**config.mk**
```make
export PLATFORM = sky130hd
export DESIGN_NAME = rbs_div
export DESIGN_NICKNAME = d
export VERILOG_FILES = /design/src/rtl/core/rbs_pkg.sv /design/src/rtl/core/rbs_div.sv
export SDC_FILE = /design/constraint.sdc
export NUM_CORES = 2
export LEC_CHECK = 0
export BUFFER_PORTS_ARGS = -buffer_cell sky130_fd_sc_hd__buf_4
export CAP_MARGIN = 25
export CORE_UTILIZATION = 50
export DETAILED_ROUTE_END_ITERATION = 10
export PLACE_DENSITY = 0.68
export SLEW_MARGIN = 15
export SYNTH_ARGS = -nofsm -noshare
export SYNTH_HDL_FRONTEND = slang
export SYNTH_MEMORY_MAX_BITS = 65536
export SYNTH_SLANG_ARGS = --single-unit
```
**constraint.sdc**
```tcl
create_clock -name clk -period 3.9 [get_ports clk]
set_input_delay 0.39 -clock clk [delete_from_list [all_inputs] [get_ports clk]]
set_output_delay 0.39 -clock clk [all_outputs]
set_load 0.1 [all_outputs]
```
**src/rtl/core/rbs_pkg.sv**
```systemverilog
`timescale 1ns / 1ps
// ----------------------------------------------------------------------------
// rbs_pkg: shared types and constants of the ray/box slab test
// Holds the transfer payloads, the queue entry and the divider depth.
// ----------------------------------------------------------------------------
package rbs_pkg;

    // Number of quotient bits produced by the divider, one per stage.
    localparam int DIV_STAGES = 32;
    // Fraction bits of a slab parameter.
    localparam int T_FRAC_BITS = 16;
    // Depth of the queue between front and back.
    localparam int QUEUE_DEPTH = 2;

    // Entry face codes.
    localparam logic [1:0] NRM_LEFT   = 2'd0;
    localparam logic [1:0] NRM_RIGHT  = 2'd1;
    localparam logic [1:0] NRM_BOTTOM = 2'd2;
    localparam logic [1:0] NRM_TOP    = 2'd3;

    // Running bounds start one step beyond the saturated parameter range.
    localparam logic signed [33:0] TMIN_INIT = -34'sd2147483649;
    localparam logic signed [33:0] TMAX_INIT = 34'sd2147483648;

    typedef struct packed {
        logic signed [31:0] start_x;
        logic signed [31:0] start_y;
        logic signed [31:0] end_x;
        logic signed [31:0] end_y;
        logic        [19:0] max_fraction;
        logic signed [31:0] box_lo_x;
        logic signed [31:0] box_lo_y;
        logic signed [31:0] box_hi_x;
        logic signed [31:0] box_hi_y;
    } ray_req_t;

    typedef struct packed {
        logic        hit;
        logic [1:0]  normal_code;
        logic [19:0] fraction;
    } ray_rsp_t;

    // Classified item handed from front to back.
    typedef struct packed {
        logic signed [32:0] num_lo_x;
        logic signed [32:0] num_hi_x;
        logic signed [32:0] num_lo_y;
        logic signed [32:0] num_hi_y;
        logic signed [32:0] den_x;
        logic signed [32:0] den_y;
        logic               par_x;
        logic               par_y;
        logic               out_x;
        logic               out_y;
        logic        [19:0] max_fraction;
    } rbs_item_t;

    // Per-item side information that rides alongside the dividers.
    typedef struct packed {
        logic        par_x;
        logic        par_y;
        logic        out_x;
        logic        out_y;
        logic [19:0] max_fraction;
    } rbs_side_t;

    // Queue status seen by the top level.
    typedef struct packed {
        logic empty;
        logic full;
        logic push;
        logic pop;
    } rbs_qstat_t;

endpackage

```
**src/rtl/core/rbs_div.sv**
```systemverilog
`timescale 1ns / 1ps
// ----------------------------------------------------------------------------
// rbs_div: pipelined slab parameter divider
// Computes num * 2^16 / den truncated toward zero, one quotient bit per
// stage, and saturates the result to a signed 32 bit value.
// ----------------------------------------------------------------------------
module rbs_div
    import rbs_pkg::*;
(
    input  logic               clk,
    input  logic               adv,
    input  logic signed [32:0] num,
    input  logic signed [32:0] den,
    output logic signed [31:0] t
);

    localparam int NW = 33 + T_FRAC_BITS;

    logic [32:0]            rem_reg [DIV_STAGES + 1];
    logic [DIV_STAGES-1:0]  quo_reg [DIV_STAGES + 1];
    logic [DIV_STAGES-1:0]  low_reg [DIV_STAGES + 1];
    logic [32:0]            den_reg [DIV_STAGES + 1];
    logic                   ovf_reg [DIV_STAGES + 1];
    logic                   neg_reg [DIV_STAGES + 1];

    logic [32:0]   num_mag;
    logic [32:0]   den_mag;
    logic [NW-1:0] dividend;

    // Magnitudes and sign of the quotient.
    always_comb
    begin
        num_mag  = num[32] ? 33'(-num) : 33'(num);
        den_mag  = den[32] ? 33'(-den) : 33'(den);
        dividend = {num_mag, {T_FRAC_BITS{1'b0}}};
    end

    // Entry stage: the quotient overflows 32 bits when the high part alone
    // is not below the divisor.
    always_ff @(posedge clk)
    begin
        if (adv)
        begin
            rem_reg[0] <= 33'(dividend[NW-1:DIV_STAGES]);
            quo_reg[0] <= '0;
            low_reg[0] <= dividend[DIV_STAGES-1:0];
            den_reg[0] <= den_mag;
            ovf_reg[0] <= (33'(dividend[NW-1:DIV_STAGES]) >= den_mag);
            neg_reg[0] <= num[32] ^ den[32];
        end
    end

    // One restoring step per stage.
    for (genvar k = 0; k < DIV_STAGES; k++)
    begin : g_step
        logic [33:0] shifted;
        logic [33:0] diff;
        logic        less;

        always_comb
        begin
            shifted = {rem_reg[k], low_reg[k][DIV_STAGES-1]};
            diff    = shifted - {1'b0, den_reg[k]};
            less    = diff[33];
        end

        always_ff @(posedge clk)
        begin
            if (adv)
            begin
                rem_reg[k+1] <= less ? shifted[32:0] : diff[32:0];
                quo_reg[k+1] <= {quo_reg[k][DIV_STAGES-2:0], ~less};
                low_reg[k+1] <= {low_reg[k][DIV_STAGES-2:0], 1'b0};
                den_reg[k+1] <= den_reg[k];
                ovf_reg[k+1] <= ovf_reg[k];
                neg_reg[k+1] <= neg_reg[k];
            end
        end
    end

    // Apply the sign and clamp to the signed 32 bit range.
    always_comb
    begin
        logic [DIV_STAGES-1:0] q;
        q = quo_reg[DIV_STAGES];
        if (ovf_reg[DIV_STAGES] || (neg_reg[DIV_STAGES] && q > 32'h8000_0000)
            || (!neg_reg[DIV_STAGES] && q > 32'h7FFF_FFFF))
        begin
            t = neg_reg[DIV_STAGES] ? 32'sh8000_0000 : 32'sh7FFF_FFFF;
        end
        else
        begin
            t = neg_reg[DIV_STAGES] ? 32'(-q) : 32'(q);
        end
    end

    // Remainder of the last stage is not needed past this point.
    logic unused_rem;
    assign unused_rem = ^rem_reg[DIV_STAGES] ^ ^low_reg[DIV_STAGES] ^ ^den_reg[DIV_STAGES];

endmodule

```
==> impl_metrics.csv <==
group,metric,value,unit
hold_path,hp-class,"in2reg",
detailed_routing,drt_iter0_markers,5697,
power,power-per-cell-area,925,mW/mm^2
sta,finalMaxSlewViolations,0,
place,gp_routability_congestion,0.987,
clocking,cts.path.max_buffers,4,
power,switching_share,37.2,%
run,max_cap_viol_count,0,
grt,grt_start_max_net_pins,175,
place,place_hpwl,284,mm
logic_synthesis,synthDistinctLibCells,102,
power,leak_pwr,75.8,nW
detailed_routing,wirelength,391,mm
layout,design.final.nets,15400,
outcome,outcome,"finished, violations left",
layout,proportion_of_layout_cells_with_a_drive_suffix_above_1,19.1,%
logic_synthesis,share_of_synthesized_flip_flops_with_an_asynchronous_set_or_reset,0,%
floorplanning,chipWidth,558,um
logic_synthesis,synthMostInstantiatedCell,"sky130_fd_sc_hd__edfxtp_1",
clocking,number_of_sinks_handled_by_clock_tree_synthesis,2826,
sta,final-setup-viol-count,98,
sta,rsz0062_at_grt,"true",
logic_synthesis,synth.ff_latch_count,2826,
power,combinational_share_of_power,53.5,%
logic_synthesis,post_synth_instance_area,0.155,mm^2
logic_synthesis,synthesis.area_per_instance,11.9,um^2
logic_synthesis,netlist.area_leader.share,54.9,%
logic_synthesis,synth_seq_area_share,54.9,%
sta,timing.final.ws_setup,-0.718,ns
grt,gr-usage-all-layers,24.3,%
detailed_routing,drc,0,
place,port-buffer-count,99,
logic_synthesis,synth-warning-count,0,
grt,gr-total-overflow,0,
logic_synthesis,number_of_enable_type_register_cells_in_the_synthesized_netlist,2826,
floorplanning,die_y_extent,558,um
layout,syn_to_final_growth,19.1,%
power,peakVddDrop,619,uV
floorplanning,placementRows,203,
power,netSwitchingPower,0.0634,W
sta,slew-limit-headroom,23.2,%
logic_synthesis,synth_area_leaders,"sky130_fd_sc_hd__edfxtp_1, sky130_fd_sc_hd__ha_1, sky130_fd_sc_hd__mux2_2",
logic_synthesis,yosys_most_used_dff,"sky130_fd_sc_hd__edfxtp_1",
critical_path,timing.critical_path.arrival,4.23,ns
floorplanning,pin_count,100,
sta,post-route-min-period,4.62,ns
logic_synthesis,synthDominantAreaCellType,"sky130_fd_sc_hd__edfxtp_1",
floorplanning,dieArea,0.311,mm^2
detailed_routing,drt.antenna.violating_nets,0,
critical_path,maximum_fanout_along_the_worst_path,2,
clocking,cts_tree,"built",
sta,fmax,0.217,GHz
grt,first_pass_grt_wire_length,592,mm
sta,worstMarginPinSlew,1.15,ns
grt,number_of_global_route_vias_before_repair,112000,
layout,fillerInstances,23500,
clocking,cts.root.buffer_cell,"sky130_fd_sc_hd__clkbuf_16",
sta,final-hold-violation-count,0,
power,pwr-share-seq,29.2,%
clocking,clock_latency,0.92,ns
detailed_routing,detail_route.first_pass.iterations,6,
power,p_clk_share,17.3,%
critical_path,critPathCaptureType,"output pin",
place,dp_slack,-0.407,ns
critical_path,path_class,"reg2out",
logic_synthesis,netlist_instances,13000,
detailed_routing,dr_total_vias,106000,
critical_path,cp-start-kind,"flip-flop",
sta,max_clock_skew,0.0719,ns
clocking,clkTransAtPathRegs,0.07,ns
outcome,failed_checks,"setup timing",
sta,fin_crit_sh,118,%
critical_path,worst_ep_required_time,3.51,ns
floorplanning,start_util,50.4,%
layout,largest_register_ffs,1056,
logic_synthesis,netlist_top_cells_count,"sky130_fd_sc_hd__edfxtp_1, sky130_fd_sc_hd__inv_1, sky130_fd_sc_hd__ha_1",
power,power.internal,0.107,W
detailed_routing,vias_per_cell,5.66,
detailed_routing,wire_per_inst,21.0,um
power,total_power,0.170,W
clocking,numCtsBuffers,314,
grt,antenna_found_initial,6,
clocking,h_tree_lvls,5,
floorplanning,floorplan.core_area,0.307,mm^2
cell families (layout without fill, tap and decap cells):
group	Yosys count	in the layout	share of synthesized area [%]
AOI/OAI and AO/OA	3228	3228	13.5
xor gates and xnor gates	933	933	5.32
adders and majority gates	1076	1076	8.86
buffers and inverters	1600	3172	4.00
DFF	2826	2826	54.9
muxes	777	777	5.66
other	1	23	0.00243
and+or+nand+nor	2513	2513	7.76
layout make-up:
cell class,count,area (um^2),area share (%)
tap,4100,5130,2.79
multi-input combinational,8534,66700,36.2
timing repair buffer,1317,12300,6.70
sequential,2826,84900,46.1
inverter,1295,4860,2.64
clock buffer,366,8100,4.40
clock inverter,194,2060,1.12
antenna,16,40.0,0.0218
through the flow:
stage	utilization (%)	cells	hold WS [ns]	TNS (ns)	cell area (um^2)
after floorplan	-	13000	0.400	-0.638	155000
after global placement	54.8	17800	0.400	-33.89	168000
after detailed placement	54.8	17800	0.405	-49.35	168000
after CTS	59.3	18600	0.00498	-40.48	182000
after global routing	60.0	18600	0.0768	-49.11	184000
final	60.0	18600	0.0892	-30.99	184000
power by group through the flow:
stage	clock, W	combinational, W	sequential (W)
finish	0.0295	0.0911	0.0496
global route	0.0312	0.0980	0.0503
CTS	0.0301	0.0869	0.0496
detailed placement	0	0.0801	0.0501
global placement	0	0.0780	0.0499
floorplan	0	0.0552	0.0479
critical path: stages, from the launching register on:
cell                       delay [ns]
sky130_fd_sc_hd__edfxtp_1        0.41
sky130_fd_sc_hd__buf_4           0.16
sky130_fd_sc_hd__nor3_4          0.17
sky130_fd_sc_hd__buf_6           0.13
sky130_fd_sc_hd__nand2_2         0.05
sky130_fd_sc_hd__or3_4           0.34
sky130_fd_sc_hd__or3_4           0.38
sky130_fd_sc_hd__or3_4           0.38
sky130_fd_sc_hd__or4_4           0.44
sky130_fd_sc_hd__buf_6           0.15
sky130_fd_sc_hd__nor2_4          0.09
sky130_fd_sc_hd__nor3_1          0.06
sky130_fd_sc_hd__a21oi_2         0.20
sky130_fd_sc_hd__o22ai_4         0.13
sky130_fd_sc_hd__buf_12          0.23
cell usage in the layout, fill, tap and decap left out, types with 51 or more instances in the layout:
cell type / instances
sky130_fd_sc_hd__a31oi_1: 112
sky130_fd_sc_hd__nand4_1: 104
sky130_fd_sc_hd__a21o_1: 506
sky130_fd_sc_hd__o211ai_1: 86
sky130_fd_sc_hd__mux2_2: 528
sky130_fd_sc_hd__o21a_1: 198
sky130_fd_sc_hd__clkinv_2: 51
sky130_fd_sc_hd__a211oi_1: 86
sky130_fd_sc_hd__o21ai_0: 633
sky130_fd_sc_hd__buf_12: 108
sky130_fd_sc_hd__buf_4: 1046
sky130_fd_sc_hd__or3_1: 62
sky130_fd_sc_hd__ha_1: 1019
sky130_fd_sc_hd__nor2b_1: 146
sky130_fd_sc_hd__mux2i_1: 75
sky130_fd_sc_hd__mux2_4: 170
sky130_fd_sc_hd__xor2_1: 297
sky130_fd_sc_hd__xnor2_1: 608
sky130_fd_sc_hd__inv_1: 1287
sky130_fd_sc_hd__and2_1: 51
sky130_fd_sc_hd__nand2b_1: 147
sky130_fd_sc_hd__clkbuf_16: 330
sky130_fd_sc_hd__a21oi_1: 843
sky130_fd_sc_hd__clkinv_1: 58
sky130_fd_sc_hd__o21bai_1: 114
sky130_fd_sc_hd__nor3_1: 176
sky130_fd_sc_hd__dlygate4sd3_1: 94
sky130_fd_sc_hd__nand3_1: 167
sky130_fd_sc_hd__o31ai_1: 70
sky130_fd_sc_hd__edfxtp_1: 2826
sky130_fd_sc_hd__nand2_1: 698
sky130_fd_sc_hd__nor2_1: 672
sky130_fd_sc_hd__and3_1: 73
repair_timing:
item	in CTS	in global routing
gates resized for setup	389	283
endpoints found under the hold margin	76	0
setup buffers	63	61
endpoints found under the setup margin	575	763
pin swaps	76	108
cloned	22	16
hold buffers	97	0
path summary, 6_finish.rpt:
path | startpoint | end | slack, ns | cells after the start
min | num[1] | low_reg[0][16] | 0.09 | 3
max | quo_reg[1][0] | t[27] | -0.72 | 14
max reg2reg | rem_reg[0][528] | rem_reg[0][592] | -0.36 | 14
min reg2reg | quo_reg[0][615] | quo_reg[0][648] | 0.40 | 0
metal layers:
layer,global-route usage (%),wire (um)
met5,0,0
met2,50.7,225000
met3,2.83,11500
met4,16.7,32100
met1,20.8,123000
Power figures use the tool's default switching activity.
